===== src/rwls_ram.sv =====
`timescale 1ns / 1ps
`default_nettype none

module rwls_ram #(
  parameter int DW = 32,
  parameter int AW = 4
) (
  input  wire logic          clk,
  input  wire logic          we,
  input  wire logic [AW-1:0] waddr,
  input  wire logic [DW-1:0] wdata,
  input  wire logic          re,
  input  wire logic [AW-1:0] raddr,
  output logic      [DW-1:0] rdata
);

  logic [DW-1:0] mem [2**AW];
  logic [DW-1:0] rdata_r;

  always_ff @(posedge clk) begin
    if (we) begin
      mem[waddr] <= wdata;
    end
    if (re) begin
      rdata_r <= mem[raddr];
    end
  end

  assign rdata = rdata_r;

endmodule

`default_nettype wire


===== config.mk =====
export PLATFORM = sky130hd
export DESIGN_NAME = rwls_ram
export DESIGN_NICKNAME = d
export VERILOG_FILES = /design/src/rwls_ram.sv
export SDC_FILE = /design/constraint.sdc
export NUM_CORES = 1
export LEC_CHECK = 0
export BUFFER_PORTS_ARGS = -buffer_cell sky130_fd_sc_hd__buf_2
export CORE_ASPECT_RATIO = 1.2
export CORE_MARGIN = 3
export CORE_UTILIZATION = 40
export DETAILED_ROUTE_END_ITERATION = 6
export GPL_TIMING_DRIVEN = 0
export SLEW_MARGIN = 20
export SYNTH_ARGS = -nofsm -noshare
export SYNTH_HDL_FRONTEND = slang
export SYNTH_SLANG_ARGS = --single-unit

===== constraint.sdc =====
create_clock -name clk -period 5.4 [get_ports clk]
set_input_delay 0.27 -clock clk [delete_from_list [all_inputs] [get_ports clk]]
set_output_delay 0.27 -clock clk [all_outputs]
set_load 0.1 [all_outputs]

==> After elaboration in Yosys (flattened, before gate mapping) <==
Memory sizes are Yosys's and may differ from the RTL's. A register that Yosys moved wholly into a read port is not among the register bits.
Cells that the tools add are included.
{ "word_totals": {"regBits": 0, "mem_bits_rw": 512, "inputBits": 43, "out_inout_bits": 32, "wordCells": 3, "mem_count": 1} }
{ "mem_list": {"columns": ["name", "depth", "word_bits", "read_ports", "rd_ports_with_merged_regs", "write_ports", "line_no", "text"], "rows": [
  ["mem", 16, 32, 1, 1, 1, "17", "logic [DW-1:0] mem [2**AW];"]
]} }
{ "classes": {"mux": 2} }
{ "op_table": {"columns": ["cell", "n"], "rows": [
  ["1-bit two-way mux", 2]
]} }

==> Logic depth before layout (Yosys ltp) <==
Gate-level depths: netlist of run 1.
{ "logic_depth": {"depth_word": 2, "ltp_mapped": 5, "ltp_nobuf": 3} }

==> Worst setup path before layout of run 1 <==
Ideal clock, no wire load.
{ "synth_path": {"path_type": "input to register", "startpoint": "in waddr[2]", "endpoint": "mem mem[0][0], enable pin", "setup_ps": 461, "t_arrival_ps": 2988, "t_required_ps": 4939, "slack_ps": 1950, "stages": 2, "n_path_buf": 0, "cell_sequence": "or3b_2 -> nor3_1"} }
{ "synth_rtl": {"columns": ["element", "line_no", "text"], "rows": [
  ["start: declaration", "10", "input wire logic [AW-1:0] waddr,"],
  ["end: declaration", "17", null]
]} }
No word-level cell before the write port.

==> impl_results.md, run 1 <==
* Status: completed
* Area grow syn2layout at 16.9%
* Multi-input logic area at 0.00373 mm^2
* CTS Buf Count at 51
* First-pass GRT wire length at 65.6 mm
* Synth top area share at 81.0%
* Overflow after GRT at 0
* Worst hold start: wdata[10]
* Final worst slack at 3.64 ns
* Pre-CTS setup slack at 2.97 ns
* Worst-path maximum fanout at 10
* Core ar. at 0.0496 mm^2
* Hold Vio Cnt, Final at 0
* Initial antenna violation count at 6
* Detail Route Antenna Nets at 0
* Nets@finish at 1043
* PortBufs at 72
* Avg Inst Size Synth at 24.1 um^2
* Register area share after synthesis at 81.0%
* Peak VDD IR at 0.213 mV
* CP Data Required Time at 5.70 ns
* H-tree levels at 2
* CTS tree: done
* Share of cells above drive strength 1 at 32.4%
* Die Y at 252 um
* Filler cells at 3977
* Max Cap Violations at 0
* WP data arrival at 2.06 ns
* Syn. warnings at 0
* Initial core utilization at 40.7%
* Via count at 9265
* Hold Crit Class: in2reg
* Global Route Usage Sum at 17.1%
* Drt drc at 0
* Leakage power at 7.49 nW
* Syn Nets at 881
* Post-synth cell types at 17
* IO Pins at 75
* RR Endpoint: rdata[22]$_DFFE_PP_
* Final Core Density at 47.6%
* Drt initial violations at 836
* GPL Wtd Cong at 0.688
* WHS Path Cells at 1
* Final period util at 32.7%
* FF/Latch Area at 0.0163 mm^2
* Resize count post-CTS at 0
* Fin crit period at 1.76 ns
* Site row count at 89
* Worst-skew pair later-pin latency at 0.58 ns
* Max clock buf depth at 3
* Adder-cell share of the synthesized area at 0%
* Simple-Gate Fraction of Synth Area at 1.25%
* Peak Freq at 0.567 GHz
* DR pass1 iterations at 5
* Unrepaired setup endpoints after global routing: no
* DR WL/cell at 26.6 um
* Startpoint type of the worst setup path: primary input
* Skew final at 0.0161 ns
* Nature of the critical path endpoint: flip-flop
* Vias in the first global route at 9788
* Slew Viols, Final at 0
* Worst-Margin Slew at 0.943 ns
* Post-synthesis mux area share at 14.3%
* CTS Hold Bufs at 0
* Hpwl dp at 27.9 mm
* Hold EP: mem[9][10]$_DFFE_PP_
* Clk root buf: clkbuf_16
* Post-CTS Repair Setup Buffers at 0
* Die area at 0.0532 mm^2
* Top cell type by total area after synthesis: edfxtp_1
* Post-synthesis register bit count at 544
* Synth Area in Compound Gates at 2.38%
* Worst flop-to-flop path startpoint: mem[0][22]$_DFFE_PP_
* Worst r2r path cells at 3
* # setup viols final at 0
* DIE WIDTH at 211 um
* Max-slew headroom at 37.1%
* Clock sinks at 544
* Cell Area, Synth at 0.0202 mm^2
* XOR/XNOR share of the synthesized area at 0%
* Syn Inst Count at 838
* Largest net degree at the start of global routing at 33
* Main combinational cell family by area after synthesis: multiplexers
* Reg2reg setup slack at 3.86 ns
* Crit path kind: in2reg
* Vias per cell at 5.53
* Ranking of synthesized cells by area: edfxtp_1, mux4_2, a22oi_1
* Clock slew at reported path FFs at 0.06 ns
* P per Cell Area at 366 mW/mm^2
* Detailed Route WL at 44.5 mm
layout by cell type, fill, tap and decap left out, types with 2 or more instances in the layout:
cell,synthesis,routed
clkbuf_1,17,29
inv_6,0,2
nand2_1,33,33
buf_1,9,9
nand3b_1,2,2
edfxtp_1,544,544
buf_12,0,5
mux4_2,128,128
buf_16,0,13
buf_6,2,8
buf_4,11,24
nor2b_1,2,2
clkinv_2,0,6
buf_2,4,76
clkbuf_16,0,52
diode_2,0,3
nor3_2,0,4
a22oi_1,64,64
clkinv_1,0,12
nor2_4,0,12
nand2b_1,2,2
cell type report:
class | instances | share of cell area, %
Antenna cell | 3 | 0.0318
Buffer | 43 | 0.945
Clock buffer | 64 | 5.71
Clock inverter | 24 | 0.658
Multi-Input combinational cell | 251 | 15.8
Sequential cell | 544 | 69.3
Tap cell | 637 | 3.38
Timing Repair Buffer | 109 | 4.17
through the flow:
step	power [W]	instances	TNS [ns]	hold slack [ns]	area [um^2]
6_report	0.00863	1675	0	0.0681	23600
5_1_grt	0.00893	1673	0	0.0490	23600
4_1_cts	0.00874	1672	0	0.0406	23600
3_5_place_dp	0.00546	1584	0	0.657	22100
3_3_place_gp	0.00543	1547	-85.20	0.633	21300
2_1_floorplan	0.00524	838	0	0.369	20200
metal layers:
layer	wire length, um	GRT usage [%]
met5	14	0
met4	1050	4.67
met3	2880	2.61
met2	22300	28.6
met1	18300	23.7
worst max path at each step:
stage               startpoint  cells after the start             endpoint  slack [ns]
floorplan             waddr[2]                      2  mem[0][0]$_DFFE_PP_        1.95
global placement      waddr[2]                      3  mem[0][1]$_DFFE_PP_       -0.80
detailed placement    raddr[1]                      5  rdata[22]$_DFFE_PP_        2.97
CTS                   raddr[1]                      5  rdata[22]$_DFFE_PP_        3.58
global route          raddr[1]                      5  rdata[22]$_DFFE_PP_        3.56
finish                raddr[1]                      5  rdata[22]$_DFFE_PP_        3.64
worst max-delay path, stage by stage:
cell     delay, ns
buf_2         0.22
buf_1         0.71
mux4_2        0.42
a22oi_1       0.27
nand2_1       0.16
registers in the layout (all words and copies together) (netlist names):
name   cells
rdata     32
mem      512
Yosys cell counts, drive strengths merged:
cell,number
a22oi,64
and2,1
buf,26
clkbuf,17
edfxtp,544
mux4,128
nand2,33
nand2b,2
nand3,1
nand3b,2
nor2,13
nor2b,2
nor3,4
or3b,1
kinds of logic after synthesis:
| kind of cell | Yosys count |
|---|---|
| flops | 544 |
| mux | 128 |
| compound gates | 64 |
| simple gates | 59 |
| buf+inv | 43 |
where the power goes:
group,total [W],switching (W),internal (W),leakage (nW)
Combinational,0.000582,0.000404,0.000178,1.81
Clock,0.00327,0.00147,0.00181,0.732
Sequential,0.00478,0.0000206,0.00476,4.94
Total,0.00863,0.00189,0.00674,7.49
Power figures use the tool's default switching activity.
==> inputs of run 2 (changes only) <==
Clock period 5.4 ns to 1.5 ns, I/O delays scaled along.
==> run 2 against run 1 <==
- wire length up 0.32%
- sequential share of layout area down 1.6 points
- count of clock-buffer cells in the layout decreased by 3
- via count up 1.1%
- global-route usage barely moved
- non-clock buffer count is 24 higher
- total power grew to 3.7 times the previous value
- sequential cell count is the same
- worst hold slack got worse by 0.0011 ns
- setup slack got worse by 3.6 ns
- final cell count up 1.5%
- final area up 2.4%
- highest routed layer is now met4
==> impl_results.md, run 2 (synthesis gave the netlist of run 1 again) <==
* Drt drc at 0 (unchanged)
* Biggest register: mem
* GPL Wtd Cong at 0.692 (+0.60%)
* Largest net degree at the start of global routing at 33 (unchanged)
* # setup viols final at 0 (unchanged)
* Nature of the critical path endpoint: flip-flop
* Nets@finish at 1067 (+2.3%)
* Max clock buf depth at 3 (unchanged)
* Reg2reg setup slack at 0.02 ns (-3.84 ns)
* Commonest cells after routing, fill and taps aside: edfxtp_1, mux4_2, buf_2
* WHS at 0.0670 ns (-0.00110 ns)
* Global Route Usage Sum at 17.1% (+0.028 points)
* Worst r2r path cells at 3 (unchanged)
* PortBufs at 72 (unchanged)
* Most common cell after layout, fill and taps aside: edfxtp_1
* Peak VDD IR at 0.716 mV (+240%)
* Hold Vio Cnt, Final at 0 (unchanged)
* Psw at 0.00688 W (+260%)
* Detail Route Antenna Nets at 0 (unchanged)
* Skew final at 0.00710 ns (-0.00903 ns)
* Placed insts at 1576 (-0.51%)
* Worst-path maximum fanout at 1 (-9)
* Crit path kind: reg2reg
* Max FFs per register at 512 (unchanged)
* Die area at 0.0532 mm^2 (unchanged)
* Post-CTS Repair Setup Buffers at 0 (unchanged)
* Int Pwr at 0.0253 W (+270%)
* RR Endpoint: rdata[31]$_DFFE_PP_
* Status: completed
* WHS Path Cells at 2 (+1)
* Site row count at 89 (unchanged)
* Overflow after GRT at 0 (unchanged)
* DIE WIDTH at 211 um (unchanged)
* Fin crit period at 1.48 ns
* Logic pwr share at 6.9% (+0.2 points)
* Area grow syn2layout at 19.6%
* Final period util at 98.4%
* Vias per cell at 5.51 (-0.34%)
* Post-DP Area at 0.0221 mm^2 (about the same)
* Die Y at 252 um (unchanged)
* Via count at 9371 (+1.1%)
* Net switching fraction of the power at 21.4% (-0.51 points)
* Setup TNS at 0 ns (unchanged)
* Design Area, Final at 0.0241 mm^2 (+2.4%)
* CTS Buf Count at 51 (unchanged)
* Max-slew headroom at 36.9% (-0.27 points)
* Peak Freq at 0.677 GHz
* DR pass1 iterations at 5 (unchanged)
* Share of cells above drive strength 1 at 33.2% (+0.87 points)
* Drt initial violations at 1012 (+21%)
* P per Cell Area at 1330 mW/mm^2 (+260%)
* Startpoint type of the worst setup path: flip-flop
* Clk network pwr share at 39.6% (+1.7 points)
* Sequential share of power at 53.5% (-1.8 points)
* Detailed Route WL at 44.6 mm (+0.32%)
* CTS tree: done
* WP data arrival at 1.77 ns (-0.29 ns)
* Max Cap Violations at 0 (unchanged)
* Filler cells at 3890 (-2.2%)
* Hold Crit Class: in2reg
* Pre-CTS setup slack at -0.639 ns (-3.61 ns)
* Clk root buf: clkbuf_16
* Slew Viols, Final at 0 (unchanged)
* First-pass GRT wire length at 66.3 mm (+1.1%)
* Core ar. at 0.0496 mm^2 (unchanged)
* Unrepaired setup endpoints after global routing: yes
* Worst hold start: waddr[1]
* Initial antenna violation count at 1 (-5)
* DR WL/cell at 26.3 um (-1.2%)
* Final worst slack at 0.0235 ns (-3.61 ns)
* Hold EP: mem[8][20]$_DFFE_PP_
* Worst-skew pair later-pin latency at 0.56 ns (-0.02 ns)
* Critical Path Source: mem[11][31]$_DFFE_PP_
* Leakage power at 7.69 nW (+2.7%)
* Clock sinks at 544 (unchanged)
* Hpwl dp at 28.0 mm (+0.68%)
* Vias in the first global route at 10000 (+2.5%)
* Worst flop-to-flop path startpoint: mem[11][31]$_DFFE_PP_
* CP Data Required Time at 1.80 ns (-3.90 ns)
* Finished Layout Cells at 1700 (+1.5%)
* Clock slew at reported path FFs at 0.06 ns (about the same)
* Initial core utilization at 40.7% (unchanged)
* IO Pins at 75 (unchanged)
* H-tree levels at 2 (unchanged)
* Worst-Margin Slew at 0.947 ns (+0.00409 ns)
==> run 2: changes by cell type in the layout (fill, tap and decap cells not counted), sizes merged <==
cell           before  now
bufinv              1    6
clkdlybuf4s15       0    1
buf               135  123
diode               3    1
inv                 2    0
clkinv             20   21
clkinvlp            1    3
dlygate4sd3         0   32
==> run 2: power by group through the flow <==
| stage | Sequential [W] | Clock (W) | Combinational (W) |
|---|---|---|---|
| 4_1_cts | 0.0172 | 0.0130 | 0.00223 |
| 2_1_floorplan | 0.0181 | 0 | 0.000841 |
| 3_3_place_gp | 0.0175 | 0 | 0.00206 |
| 5_1_grt | 0.0172 | 0.0136 | 0.00234 |
| 3_5_place_dp | 0.0175 | 0 | 0.00215 |
| 6_report | 0.0172 | 0.0127 | 0.00221 |
==> run 2: routing by layer <==
metal,routed length [um],track usage (%),share of wire [%]
met5,0,0,0
met4,905,4.40,2.0
met3,2460,2.51,5.5
met2,22600,28.5,51
met1,18700,24.0,42
==> run 2: cell type report <==
class	count	area, um^2	share of cell area, %
Sequential cell	544	16300	67.7
Multi-Input combinational cell	251	3820	15.8
Clock buffer	61	1360	5.62
Timing Repair Buffer	133	1280	5.32
Tap cell	637	797	3.30
Clock inverter	30	295	1.22
Buffer	43	235	0.975
Antenna cell	1	2.50	0.0104
==> run 2: metrics by stage <==
step                power [W]  utilization [%]
floorplan              0.0189                -
global placement       0.0196             43.3
detailed placement     0.0197             44.6
CTS                    0.0324             48.6
global route           0.0332             48.7
finish                 0.0322             48.7
==> run 2: worst max path at each step <==
| stage | to | slack [ns] |
|---|---|---|
| after floorplan | mem[0][0]$_DFFE_PP_ | -0.28 |
| after global placement | mem[0][2]$_DFFE_PP_ | -1.47 |
| after detailed placement | rdata[14]$_DFFE_PP_ | -0.64 |
| after CTS | rdata[29]$_DFFE_PP_ | -0.01 |
| after global routing | rdata[21]$_DFFE_PP_ | -0.02 |
| final | rdata[31]$_DFFE_PP_ | 0.02 |
==> run 2: critical path, stage by stage (launching register included) <==
cell      delay, ns
edfxtp_1       0.36
mux4_2         0.48
a22oi_1        0.24
nand2_1        0.13
==> run 2: timing repair <==
item / in CTS / in global routing
gates resized for setup: 5 / 18
pin swaps: 0 / 4
hold endpoints to repair: 512 / 0
setup endpoints to repair: 9 / 19
cloned: 0 / 0
hold buffers: 32 / 0
