**config.mk**
```make
export PLATFORM = sky130hd
export DESIGN_NAME = rwls_div
export DESIGN_NICKNAME = d
export VERILOG_FILES = /design/src/rwls_pkg.sv /design/src/rwls_div.sv
export SDC_FILE = /design/constraint.sdc
export NUM_CORES = 1
export LEC_CHECK = 0
export BUFFER_PORTS_ARGS = -buffer_cell sky130_fd_sc_hd__buf_2
export CAP_MARGIN = 5
export CORE_ASPECT_RATIO = 0.8
export CORE_UTILIZATION = 55
export CTS_CLUSTER_DIAMETER = 40
export CTS_CLUSTER_SIZE = 20
export DETAILED_ROUTE_END_ITERATION = 7
export MAX_ROUTING_LAYER = met4
export PLACE_DENSITY = 0.81
export SLEW_MARGIN = 0
export SYNTH_ARGS = -nofsm -noshare
export SYNTH_HDL_FRONTEND = slang
export SYNTH_SLANG_ARGS = --single-unit
export TNS_END_PERCENT = 20
```
**constraint.sdc**
```tcl
create_clock -name clk -period 4.8 [get_ports clk]
set_input_delay 0.96 -clock clk [delete_from_list [all_inputs] [get_ports clk]]
set_output_delay 0.96 -clock clk [all_outputs]
set_load 0.02 [all_outputs]
```
**src/rwls_pkg.sv**
```systemverilog
`timescale 1ns / 1ps
`default_nettype none

package rwls_pkg;

  // overview table
  localparam int MAX_LEVELS = 16;
  localparam int LVL_AW     = $clog2(MAX_LEVELS);
  localparam int CNT_W      = 5;

  // coordinate format: index = (coord << IDX_SHIFT) * dim / (res * base_dim)
  localparam int COORD_FRAC_BITS = 8;
  localparam int IDX_SHIFT       = 16 - COORD_FRAC_BITS;

  // shared divider
  localparam int DIV_NW = 64;
  localparam int DIV_DW = 48;

  // level code for the base raster
  localparam logic [4:0] LEVEL_BASE = 5'h1F;

  // register indexes
  localparam logic [2:0] CFG_RASTER_WIDTH  = 3'd0;
  localparam logic [2:0] CFG_RASTER_HEIGHT = 3'd1;
  localparam logic [2:0] CFG_X_RESOLUTION  = 3'd2;
  localparam logic [2:0] CFG_Y_RESOLUTION  = 3'd3;
  localparam logic [2:0] CFG_EXTENT_HEIGHT = 3'd4;
  localparam logic [2:0] CFG_MAX_X_SIZE    = 3'd5;
  localparam logic [2:0] CFG_MAX_Y_SIZE    = 3'd6;
  localparam logic [2:0] CFG_LEVEL_COUNT   = 3'd7;

  typedef struct packed {
    logic              start;
    logic [DIV_NW-1:0] num;
    logic [DIV_DW-1:0] den;
  } div_req_t;

  typedef struct packed {
    logic              done;
    logic [DIV_NW-1:0] quo;
    logic [DIV_DW-1:0] rem;
  } div_rsp_t;

endpackage

`default_nettype wire

```
**src/rwls_div.sv**
```systemverilog
`timescale 1ns / 1ps
`default_nettype none

// restoring divider, one quotient bit per cycle
module rwls_div (
  input  wire logic               clk,
  input  wire logic               rst_n,
  input  wire rwls_pkg::div_req_t req,
  output rwls_pkg::div_rsp_t      rsp
);

  import rwls_pkg::*;

  localparam int CW = $clog2(DIV_NW);

  logic              busy_r;
  logic              done_r;
  logic [CW-1:0]     cnt_r;
  logic [DIV_NW-1:0] quo_r;
  logic [DIV_DW-1:0] rem_r;
  logic [DIV_DW-1:0] den_r;

  logic [DIV_DW:0]   rem_sh;
  logic [DIV_DW:0]   rem_dif;
  logic              ge;

  always_comb begin
    rem_sh  = {rem_r, quo_r[DIV_NW-1]};
    ge      = (rem_sh >= {1'b0, den_r});
    rem_dif = rem_sh - {1'b0, den_r};
  end

  always_ff @(posedge clk) begin
    if (!rst_n) begin
      busy_r <= 1'b0;
      done_r <= 1'b0;
      cnt_r  <= '0;
    end else begin
      done_r <= 1'b0;
      if (req.start) begin
        busy_r <= 1'b1;
        cnt_r  <= '0;
        quo_r  <= req.num;
        rem_r  <= '0;
        den_r  <= req.den;
      end else if (busy_r) begin
        quo_r <= {quo_r[DIV_NW-2:0], ge};
        rem_r <= ge ? rem_dif[DIV_DW-1:0] : rem_sh[DIV_DW-1:0];
        cnt_r <= cnt_r + 1'b1;
        if (cnt_r == CW'(DIV_NW - 1)) begin
          busy_r <= 1'b0;
          done_r <= 1'b1;
        end
      end
    end
  end

  assign rsp.done = done_r;
  assign rsp.quo  = quo_r;
  assign rsp.rem  = rem_r;

endmodule

`default_nettype wire

```
# After elaboration in Yosys (flattened, before gate mapping)
# Cells that the tools add are included.
# word_totals
register_bits,168
latchBits,0
ram_bits,0
rom_bits,0
in_bits,115
output_inout_bits,113
n_memories,0
# op_classes
n_addsub,2
n_mul,0
n_div,0
order_cmp,1
n_eq_ne,1
shift,0
muxes,8
bitwise_logic,2
n_reduce_logical,5
# op_table
op,count
2-to-1 mux 64 bit,2
2-to-1 mux 48 bit,2
>= comparator 49 x 48 -> 1 bit,1
subtractor 48 bit,1
adder 6 x 1 -> 6 bit (second input constant),1
equality test 6 bit (second input constant),1
2-to-1 mux 1 bit,4
AND reduction 2 bit,2
OR reduction 3 bit,1
inverter 1 bit,2
nonzero test 2 bit,1
OR reduction 2 bit,1

# Depth between registers and ports, before layout
# Gate-level depths: netlist of the first run.
# depth
depth_word,4
mapped_depth,14

# Worst setup path after synthesis of the first run
# No wires, ideal clock.
# synth_path
kind,input to register
startpoint,in req[112] (netlist bit)
endpoint,reg quo_r[0] (enable)
t_arrival_ps,3792
required_time_ps,4319
path_slack_ps,528
cell_stages,2
n_path_buf,1
cell_sequence,clkbuf_1 o21a_1
# synth_via
elab_chain_cells,2
# synth_rtl
element,line,rtl
start: declaration,rwls_div.sv:8,"input wire rwls_pkg::div_req_t req,"
nonzero test 2 bit (no line),--,
AND reduction 2 bit (no line),--,
end signal: assignment,rwls_div.sv:43,quo_r <= req.num;
end signal: assignment,rwls_div.sv:47,"quo_r <= {quo_r[DIV_NW-2:0], ge};"
end: declaration,rwls_div.sv:19,logic [DIV_NW-1:0] quo_r;
# No other way between the ends.
# A chain may end at the register's enable or synchronous reset.

# Worst setup path in the final report of the first run
# layout_path
startpoint,reg rem_r[16]
endpoint,reg rem_r[25] (data pin)
# layout_via
elab_chain_cells,3
elab_cells_between_ends,4
classes_between,1 x add/sub; 1 x order compare; 2 x mux
# layout_rtl
element,line,rtl
start: declaration,rwls_div.sv:20,logic [DIV_DW-1:0] rem_r;
start signal: assignment,rwls_div.sv:48,rem_r <= ge ? rem_dif[DIV_DW-1:0] : rem_sh[DIV_DW-1:0];
subtractor 48 bit or >= comparator 49 x 48 -> 1 bit (tied branches),"rwls_div.sv:30, rwls_div.sv:29",
2-to-1 mux 48 bit *,rwls_div.sv:48,
2-to-1 mux 48 bit *,rwls_div.sv:46,end else if (busy_r) begin
# Mark *: on every way between the ends. The rest lies on a longest branch, timed or not. The select of a mux whose other input is x is not followed.

==> results of run 1 <==
-- final cells by class --
class | count | area, sq um | share of cell area
Clock inverter | 15 | 180 | 0.0153
Timing Repair Buffer | 235 | 1210 | 0.103
Inverter | 62 | 233 | 0.0198
Tap cell | 225 | 282 | 0.0239
Clock buffer | 17 | 425 | 0.0362
Sequential cell | 168 | 4960 | 0.422
Multi-Input combinational cell | 591 | 4460 | 0.379
-- per-stage QoR --
step	total power [mW]	area, sq um	worst slack, ps
after floorplan	2.87	9870	528
after global routing	4.81	11800	828
final	4.60	11800	1060
after detailed placement	3.21	11100	1130
after global placement	3.18	11100	1190
after CTS	4.61	11800	1080
-- critical path, stage by stage (launching register included) --
cell and delay (ps):
sky130_fd_sc_hd__edfxtp_1 420, sky130_fd_sc_hd__ha_1 440, sky130_fd_sc_hd__nand4_1 300, sky130_fd_sc_hd__or3_1 450, sky130_fd_sc_hd__nor4_1 260, sky130_fd_sc_hd__nand3_1 110, sky130_fd_sc_hd__nand3_1 110, sky130_fd_sc_hd__a211oi_2 70
sky130_fd_sc_hd__nor2_4 670, sky130_fd_sc_hd__buf_4 370, sky130_fd_sc_hd__mux2i_1 210, sky130_fd_sc_hd__nor2_1 50
-- cells by family (layout without fill, tap and decap cells) --
logic type / after synthesis / count (layout) / share of synthesized area
fa+ha+maj: 50 / 50 / 0.0642
xor+xnor: 43 / 43 / 0.0382
flops: 168 / 168 / 0.503
simple gates: 199 / 199 / 0.0993
mux: 79 / 79 / 0.0883
buf+inv: 102 / 329 / 0.0457
compound gates: 220 / 220 / 0.161
-- cells in the mapped netlist (all sizes together) (21+ instances only) --
cell / count
inv: 62
nand2: 46
ha: 49
a21oi: 68
nor2: 74
a211oi: 30
a21o: 21
edfxtp: 160
mux2: 64
xnor2: 29
o21ai: 44
buf: 25
-- routing by layer --
layer / up-vias / track usage
met1: 3642 / 0.376
met4: 0 / 0.0575
met2: 296 / 0.445
li1: 3625 / -
met3: 29 / 0.0715
met5: - / -
-- sequential cells by signal (all words and copies together), names as in the netlist --
signal,flops
busy_r,1
cnt_r,6
den_r,48
done_r,1
quo_r,64
rem_r,48
-- final timing paths --
check         endpoint  slack (ps)  depth (start not counted)
max reg2reg  rem_r[25]        1060                         11
min reg2reg     done_r         500                          2
min             done_r         500                          2
max          rem_r[25]        1060                         11
-- power groups by stage --
| stage | Sequential, mW | Clock, mW | Combinational, mW |
|---|---|---|---|
| 4_1_cts | 1.84 | 1.42 | 1.36 |
| 5_1_grt | 1.85 | 1.48 | 1.49 |
| 2_1_floorplan | 1.96 | 0 | 0.919 |
| 6_report | 1.84 | 1.40 | 1.37 |
| 3_5_place_dp | 1.87 | 0 | 1.35 |
| 3_3_place_gp | 1.86 | 0 | 1.32 |
==> reports/results.ini, run 1 <==
[routing]
initialDrtViolationCount=519
drc=0
met2_wirelength_microns=11900
drt_first_pass_iters=5
maxUsedRoutingLayer=met4
vias=7592
routed_via_density=5.78
met3WireLength_microns=1950
antenna_violation_net_count_after_detailed_routing=0
wire_per_inst_microns=19.0
m1WireLength_microns=10800
routed_wirelength_microns=25000

[finish]
final_cell_count_no_fill=1313
finalCoreUtilization=0.674
final_layout_size_suffix_gt1_frac=0.346
mostFrequentLayoutCell=sky130_fd_sc_hd__buf_2
antenna-diode-count=0
num-fill-cells=1369
num-nets-final=1240
final_cell_mix=sky130_fd_sc_hd__buf_2 (226), sky130_fd_sc_hd__edfxtp_1 (160), sky130_fd_sc_hd__nor2_1 (72)
area_growth_syn_to_layout_pct=19.2

[clock_tree]
htree_num_levels=4
clk_latency_ps=440
clk_slew_on_worst_s_h_paths_ps=80
hold_buffer_count_at_cts=0
number_of_clock_buffers_inserted_by_tritoncts=17
clk_root_buffer_cell=sky130_fd_sc_hd__clkbuf_16
cts_tree=yes
post_cts_resized=0
clock-sinks=168
cts_post_setup_buffers_inserted=0
max-clock-path-buffers=2

[logic_synthesis]
synth.lib_cells_used.distinct=71
ys_top_cells_by_area=sky130_fd_sc_hd__edfxtp_1 (49%), sky130_fd_sc_hd__mux2_2 (7.3%), sky130_fd_sc_hd__ha_1 (6.2%)
synth.avg_cell_area_sq_um=11.5
post_synth_instance_area_sq_um=9870
synth-edff-count=160
syn_nets=1026
synthesis.yosys.warnings=0
yosys_most_used_dff=sky130_fd_sc_hd__edfxtp_1
synthDominantCellAreaShare=0.487
async_reset_ff_frac=0
synth-seq-area-share=0.503
synth_top_area_cell=sky130_fd_sc_hd__edfxtp_1
ys_ff_latch=168
synthesis.instances=861

[power]
p_leak_nw=4.90
gate_power_share=0.297
p_per_area_nw_per_um2=392
cell_internal_pwr_mw=3.00
peakVddDrop_v=0.000207
p_sw_frac=0.347
pwr-share-seq=0.399
p_switching_mw=1.60
clkPwrFrac=0.304

[sta]
timing.hold.ws_ps=505
setup_viol=0
final_count_of_hold_timing_violations=0
finalClockSkew_ps=15.7
final_min_period_over_clock_period=0.780
timing.final.max_slew_violations=0
grt_setup_unrepaired=false
achievable-frequency_ghz=0.267
final.setup.tns_ps=0
timing.final.crit_period_ps=3740
slew-limit-headroom=0.193
tightestPinTransition_ps=1210

[critical_path]
critPathCaptureType=register
critical_path.startpoint=rem_r[16]
crit_path_max_fanout=26
worst_r2r_startpoint=rem_r[16]
cp.arrival_ps=3910
worstPathRequired_ps=4960
crit_type=reg -> reg
timing.critical_path.from_type=register

[global_routing]
grt_first_pass_wirelength_microns=38600
grt_util_all_layers=0.285
global_route.overflow_total=0
antenna_found_initial=0
pin_count_of_the_biggest_net_entering_global_routing=55
number_of_global_route_vias_before_repair=7370

[die]
design.portCount=228
dieHeight_microns=122
initial_core_util=0.566
die_span_x_microns=152
fp.dieArea_sq_um=18500
core_area_sq_um=17400
placement_rows=43

[outcome]
status=complete, no violations

[placement]
placedCellCount=1281
port_bufs=227
gp_congestion=0.960
detailed_place_hpwl_microns=18600

[hold_path]
hold_path.class=reg -> reg
timing.hold.worst.start=cnt_r[5]

[run]
maxCapViolCount=0

No activity file was read; power rests on OpenSTA's default activity.
==> run 2: changes to the inputs <==
==> constraint.sdc (replaced) <==
create_clock -name clk -period 3.9 [get_ports clk]
set_input_delay 0.78 -clock clk [delete_from_list [all_inputs] [get_ports clk]]
set_output_delay 0.78 -clock clk [all_outputs]
set_load 0.02 [all_outputs]
==> run 2 against run 1 <==
  * First-iteration DRC count down 17%
  * Clock skew down 2.0 ps
  * Cell count up 0.23%
  * Largest cell class unchanged
  * Largest power group unchanged
==> reports/results.ini, run 2 (synthesized netlist as in run 1, its figures left out) <==
[hold_path]
hold_path.class=reg -> reg  ; unchanged
cell_depth_of_the_worst_hold_path=2  ; unchanged
hold_end=cnt_r[5]  ; was done_r
timing.hold.worst.start=cnt_r[5]  ; unchanged

[placement]
detailed_place.area_sq_um=11200  ; was 11,100 sq um
detailed_place_hpwl_microns=18400  ; was 18,600 microns
port_bufs=227  ; unchanged
gp_congestion=0.912  ; was 0.960

[critical_path]
critPathCaptureType=register  ; unchanged
worstPathRequired_ps=4070  ; was 4960 ps
cp.arrival_ps=3790  ; was 3910 ps
crit_type=reg -> reg  ; unchanged
critical_path.slowest_cell=sky130_fd_sc_hd__nor2_4  ; unchanged
timing.critical_path.from_type=register  ; unchanged
worstPathBufferInverterCount=1  ; unchanged
ff2ff_setup_slack_ps=270  ; was 1060 ps
critical_path.reg2reg.endpoint=rem_r[15]  ; was rem_r[25]
timing.critical_path.mode_cell=sky130_fd_sc_hd__nand3_1  ; unchanged
crit_path_max_fanout=24  ; was 26
crit_chain=ha_1 > nand4_1 > or3_1 > nor4_1 > nand3_1 > nand3_1 > a211oi_2 > nor2_4 > buf_4 > mux2i_1 > nor2_1  ; unchanged
worst_r2r_startpoint=rem_r[16]  ; unchanged
crit_path_max_incr_delay_ps=620  ; was 670 ps
critPathTopFamily=simple AND/OR/NAND/NOR gates  ; unchanged
worst_r2r_path_depth=11  ; unchanged

[clock_tree]
number_of_clock_buffers_inserted_by_tritoncts=17  ; unchanged
clk_latency_ps=440  ; about the same
htree_num_levels=4  ; unchanged
clock-sinks=168  ; unchanged
hold_buffer_count_at_cts=0  ; unchanged
clk_slew_on_worst_s_h_paths_ps=70  ; was 80 ps
cts_post_setup_buffers_inserted=0  ; unchanged
post_cts_resized=0  ; unchanged
clk_root_buffer_cell=sky130_fd_sc_hd__clkbuf_16  ; unchanged
cts_tree=yes  ; unchanged
max-clock-path-buffers=2  ; unchanged

[routing]
drc=0  ; unchanged
routed_via_density=5.70  ; was 5.78
vias=7502  ; was 7,592
routed_wirelength_microns=24600  ; was 25,000 microns
wire_per_inst_microns=18.7  ; was 19.0 microns
initialDrtViolationCount=430  ; was 519
drt_first_pass_iters=7  ; was 5
antenna_violation_net_count_after_detailed_routing=0  ; unchanged

[sta]
finalClockSkew_ps=13.7  ; was 15.7 ps
timing.final.max_slew_violations=0  ; unchanged
setup_viol=0  ; unchanged
final_count_of_hold_timing_violations=0  ; unchanged
final.setup.tns_ps=0  ; unchanged
timing.hold.ws_ps=507  ; was 505 ps
final_min_period_over_clock_period=0.930  ; was 0.780
slew-limit-headroom=0.510  ; was 0.193
achievable-frequency_ghz=0.276  ; was 0.267 GHz
tightestPinTransition_ps=733  ; was 1210 ps
grt_setup_unrepaired=false  ; unchanged
timing.final.crit_period_ps=3630  ; was 3740 ps

[global_routing]
antenna_found_initial=0  ; unchanged
grt_first_pass_wirelength_microns=38600  ; about the same
pin_count_of_the_biggest_net_entering_global_routing=72  ; was 55
grt_util_all_layers=0.285  ; about the same
number_of_global_route_vias_before_repair=7388  ; was 7,370
global_route.overflow_total=0  ; unchanged

[finish]
final_cell_mix=sky130_fd_sc_hd__buf_2 (226), sky130_fd_sc_hd__edfxtp_1 (160), sky130_fd_sc_hd__nor2_1 (72)  ; unchanged
num-fill-cells=1396  ; was 1,369
flip_flop_count_of_the_largest_register_after_layout=64  ; unchanged
mostFrequentLayoutCell=sky130_fd_sc_hd__buf_2  ; unchanged
postLayoutCellArea_sq_um=11800  ; about the same
num-nets-final=1243  ; was 1,240
antenna-diode-count=0  ; unchanged
final_layout_size_suffix_gt1_frac=0.347  ; was 0.346
area_growth_syn_to_layout_pct=19.8  ; was 19.2%
largest-register=quo_r  ; unchanged
reg_top3=quo_r x64, den_r x48, rem_r x48  ; unchanged

[run]
maxCapViolCount=0  ; unchanged

[die]
die_span_x_microns=152  ; unchanged
core_area_sq_um=17400  ; unchanged
placement_rows=43  ; unchanged
design.portCount=228  ; unchanged
dieHeight_microns=122  ; unchanged
initial_core_util=0.566  ; unchanged
fp.dieArea_sq_um=18500  ; unchanged

[outcome]
status=complete, no violations  ; unchanged

[power]
p_leak_nw=4.92  ; was 4.90 nW
p_per_area_nw_per_um2=484  ; was 392 nW/um^2
peakVddDrop_v=0.000304  ; was 0.000207 V

[run 2: per-stage QoR]
| step | std cells | total power [mW] | setup WS [ps] | utilization |
|---|---|---|---|---|
| floorplan | 861 | 3.53 | 789 | - |
| detailed placement | 1284 | 3.96 | 294 | 0.642 |
| global placement | 1284 | 3.94 | 331 | 0.642 |
| finish | 1316 | 5.72 | 274 | 0.678 |
| CTS | 1316 | 5.74 | 267 | 0.678 |
| global route | 1316 | 5.98 | 50.7 | 0.678 |
[run 2: how the worst max path moves through the flow]
| stage | from | slack (ps) | to | cells after the start |
|---|---|---|---|---|
| floorplan | quo_r[63] | 790 | rem_r[32] | 12 |
| global placement | quo_r[63] | 330 | rem_r[44] | 12 |
| detailed placement | quo_r[63] | 290 | rem_r[44] | 12 |
| CTS | quo_r[63] | 270 | rem_r[44] | 12 |
| global route | rem_r[25] | 50 | rem_r[15] | 11 |
| finish | rem_r[16] | 270 | rem_r[15] | 11 |
[run 2: cell type report]
| cell class | instances | area [sq um] | area share |
|---|---|---|---|
| Clock buffer | 17 | 425 | 0.0360 |
| Clock inverter | 15 | 199 | 0.0168 |
| Inverter | 62 | 233 | 0.0197 |
| Multi-Input combinational cell | 591 | 4460 | 0.377 |
| Sequential cell | 168 | 4960 | 0.420 |
| Tap cell | 225 | 282 | 0.0238 |
| Timing Repair Buffer | 238 | 1260 | 0.106 |
[run 2: tightest hold or removal path, stage by stage, from the launching register on]
cell	delay, ps
sky130_fd_sc_hd__dfxtp_1	330
sky130_fd_sc_hd__o21ai_0	70
sky130_fd_sc_hd__a21oi_1	60
[run 2: power by group]
group	leakage [nW]	switching, mW	internal [mW]
Sequential	1.59	0.0880	2.17
Clock	0.302	0.844	0.934
Combinational	3.03	1.02	0.667
[run 2: metal layers]
| metal | global-route usage | wire (microns) | up-vias |
|---|---|---|---|
| met5 | - | 0 | - |
| met4 | 0.0780 | 374 | 0 |
| met3 | 0.0685 | 1770 | 34 |
| met2 | 0.443 | 11500 | 265 |
| met1 | 0.372 | 11000 | 3576 |
| li1 | - | - | 3627 |
==> run 3: changes to the inputs <==
--- a/config.mk
+++ b/config.mk
@@ -8,12 +8,12 @@
 export BUFFER_PORTS_ARGS = -buffer_cell sky130_fd_sc_hd__buf_2
 export CAP_MARGIN = 5
 export CORE_ASPECT_RATIO = 0.8
-export CORE_UTILIZATION = 55
+export CORE_UTILIZATION = 50
 export CTS_CLUSTER_DIAMETER = 40
 export CTS_CLUSTER_SIZE = 20
 export DETAILED_ROUTE_END_ITERATION = 7
 export MAX_ROUTING_LAYER = met4
-export PLACE_DENSITY = 0.81
+export PLACE_DENSITY = 0.75
 export SLEW_MARGIN = 0
 export SYNTH_ARGS = -nofsm -noshare
 export SYNTH_HDL_FRONTEND = slang
==> run 3 against run 2 <==
  * Global-route usage down 2.6 points
  * Register-to-register slack lost 20 ps
  * Combinational power about the same
  * Routed wire length up 1.9%
  * Clock power decreased by 6%
  * Utilization shrank 5.8 points
  * Sequential share of layout area decreased by 0.16 points
  * Critical path depth is 1 higher
  * Non-clock buffer count up 5
  * Highest routed layer unchanged
==> reports/results.ini, run 3 (synthesized netlist as in run 1, its figures left out) <==
[finish]
num-nets-final=1249  ; was 1,243
mostFrequentLayoutCell=sky130_fd_sc_hd__buf_2  ; unchanged
final_layout_size_suffix_gt1_frac=0.350  ; was 0.347
area_growth_syn_to_layout_pct=20.3  ; was 19.8%
largest-register=quo_r  ; unchanged
final_cell_mix=sky130_fd_sc_hd__buf_2 (226), sky130_fd_sc_hd__edfxtp_1 (160), sky130_fd_sc_hd__nor2_1 (72)  ; unchanged
flip_flop_count_of_the_largest_register_after_layout=64  ; unchanged
reg_top3=quo_r x64, den_r x48, rem_r x48  ; unchanged

[sta]
setup_viol=0  ; unchanged
final.setup.tns_ps=0  ; unchanged
tightestPinTransition_ps=735  ; was 733 ps
final_min_period_over_clock_period=0.935  ; was 0.930
achievable-frequency_ghz=0.274  ; was 0.276 GHz
slew-limit-headroom=0.509  ; was 0.510
final_count_of_hold_timing_violations=0  ; unchanged
timing.final.crit_period_ps=3650  ; was 3630 ps
timing.hold.ws_ps=514  ; was 507 ps
grt_setup_unrepaired=false  ; unchanged
timing.final.max_slew_violations=0  ; unchanged
post-route-worst-setup-slack_ps=254  ; was 274 ps
finalClockSkew_ps=14.5  ; was 13.7 ps

[global_routing]
global_route.overflow_total=0  ; unchanged
grt_first_pass_wirelength_microns=39300  ; was 38,600 microns
pin_count_of_the_biggest_net_entering_global_routing=71  ; was 72
antenna_found_initial=2  ; was 0
number_of_global_route_vias_before_repair=7498  ; was 7,388
grt_util_all_layers=0.258  ; was 0.285

[clock_tree]
clk_latency_ps=440  ; about the same
clock-sinks=168  ; unchanged
max-clock-path-buffers=2  ; unchanged
post_cts_resized=0  ; unchanged
htree_num_levels=4  ; unchanged
number_of_clock_buffers_inserted_by_tritoncts=17  ; unchanged
cts_tree=yes  ; unchanged
clk_root_buffer_cell=sky130_fd_sc_hd__clkbuf_16  ; unchanged
clk_slew_on_worst_s_h_paths_ps=80  ; was 70 ps

[routing]
routed_wirelength_microns=25100  ; was 24,600 microns
antenna_violation_net_count_after_detailed_routing=0  ; unchanged
vias=7607  ; was 7,502
drc=0  ; unchanged
routed_via_density=5.61  ; was 5.70
wire_per_inst_microns=18.5  ; was 18.7 microns
drt_first_pass_iters=5  ; was 7
initialDrtViolationCount=480  ; was 430

[critical_path]
cp.arrival_ps=3840  ; was 3790 ps
crit_path_max_fanout=4  ; was 24
ff2ff_setup_slack_ps=250  ; was 270 ps
worstPathRequired_ps=4090  ; was 4070 ps
timing.critical_path.from_type=register  ; unchanged
critPathCaptureType=register  ; unchanged
crit_type=reg -> reg  ; unchanged

[die]
fp.dieArea_sq_um=20300  ; was 18,500 sq um
dieHeight_microns=128  ; was 122 microns
die_span_x_microns=159  ; was 152 microns
initial_core_util=0.515  ; was 0.566
design.portCount=228  ; unchanged
placement_rows=45  ; was 43
core_area_sq_um=19100  ; was 17,400 sq um

[hold_path]
hold_path.class=in -> reg  ; was reg -> reg

[power]
p_per_area_nw_per_um2=475  ; was 484 nW/um^2
p_leak_nw=4.93  ; was 4.92 nW
peakVddDrop_v=0.000259  ; was 0.000304 V

[placement]
detailed_place_hpwl_microns=18500  ; was 18,400 microns
preCtsSetupSlack_ps=261  ; was 294 ps
port_bufs=227  ; unchanged
gp_congestion=0.966  ; was 0.912

[run]
maxCapViolCount=0  ; unchanged

[outcome]
status=complete, no violations  ; unchanged

==> run 3: changes by cell type in the layout (fill, tap and decap cells not counted), moves of 2 or more <==
cell,previous run,this run
sky130_fd_sc_hd__buf_4,9,15
sky130_fd_sc_hd__inv_8,7,4
sky130_fd_sc_hd__clkinv_4,1,3
sky130_fd_sc_hd__diode_2,0,2
==> run 3: final cells by class <==
class	instances	area (sq um)
fillers	1598	7280
flip-flops and latches	168	4960
multi-input cells	592	4470
repair buffers	243	1280
clock buffers	18	429
well taps	258	323
inverters	62	233
clock inverters	14	161
diodes	2	5.00
==> run 3: power breakdown <==
group / internal (mW) / switching [mW] / total [mW]
combinational: 0.669 / 1.03 / 1.70
sequential: 2.17 / 0.0876 / 2.26
clock: 0.860 / 0.815 / 1.68
total: 3.70 / 1.93 / 5.63
==> run 3: stage by stage <==
| stage | cells | area, sq um | total power [mW] | utilization |
|---|---|---|---|---|
| after global routing | 1357 | 11900 | 5.92 | 0.620 |
| after detailed placement | 1322 | 11300 | 3.97 | 0.588 |
| final | 1357 | 11900 | 5.63 | 0.620 |
| after floorplan | 861 | 9870 | 3.53 | - |
| after global placement | 1322 | 11300 | 3.95 | 0.588 |
| after CTS | 1354 | 11900 | 5.65 | 0.619 |
==> run 3: worst paths after layout <==
path                            depth (start not counted)        end       from
worst max-delay path                                   12  rem_r[44]  quo_r[63]
worst min-delay path                                    1   den_r[6]     req[6]
worst max register to register                         12  rem_r[44]  quo_r[63]
worst min register to register                          2   cnt_r[5]   cnt_r[5]
==> run 3: critical path: stages, from the launching register on <==
cell and delay, ps:
sky130_fd_sc_hd__edfxtp_1 400, sky130_fd_sc_hd__inv_1 60, sky130_fd_sc_hd__ha_1 230, sky130_fd_sc_hd__fa_1 400, sky130_fd_sc_hd__nand2b_1 180, sky130_fd_sc_hd__a21oi_1 250
sky130_fd_sc_hd__o21ai_1 160, sky130_fd_sc_hd__a31oi_1 440, sky130_fd_sc_hd__a211oi_2 170, sky130_fd_sc_hd__o31ai_1 580, sky130_fd_sc_hd__a311oi_2 190, sky130_fd_sc_hd__xnor2_1 150
sky130_fd_sc_hd__a22o_1 190
==> run 3: timing repair <==
item / 4_1_cts / 5_1_grt
endpoints found under the setup margin: 0 / 6
hold buffers: 0 / 0
buffers inserted: 0 / 0
==> run 3: per-layer routing <==
metal	GRT usage	vias up	share of wire
met5	-	-	0
li1	-	3642	-
met2	0.405	278	0.46
met4	0.0701	0	0.013
met3	0.0711	26	0.076
met1	0.330	3661	0.45
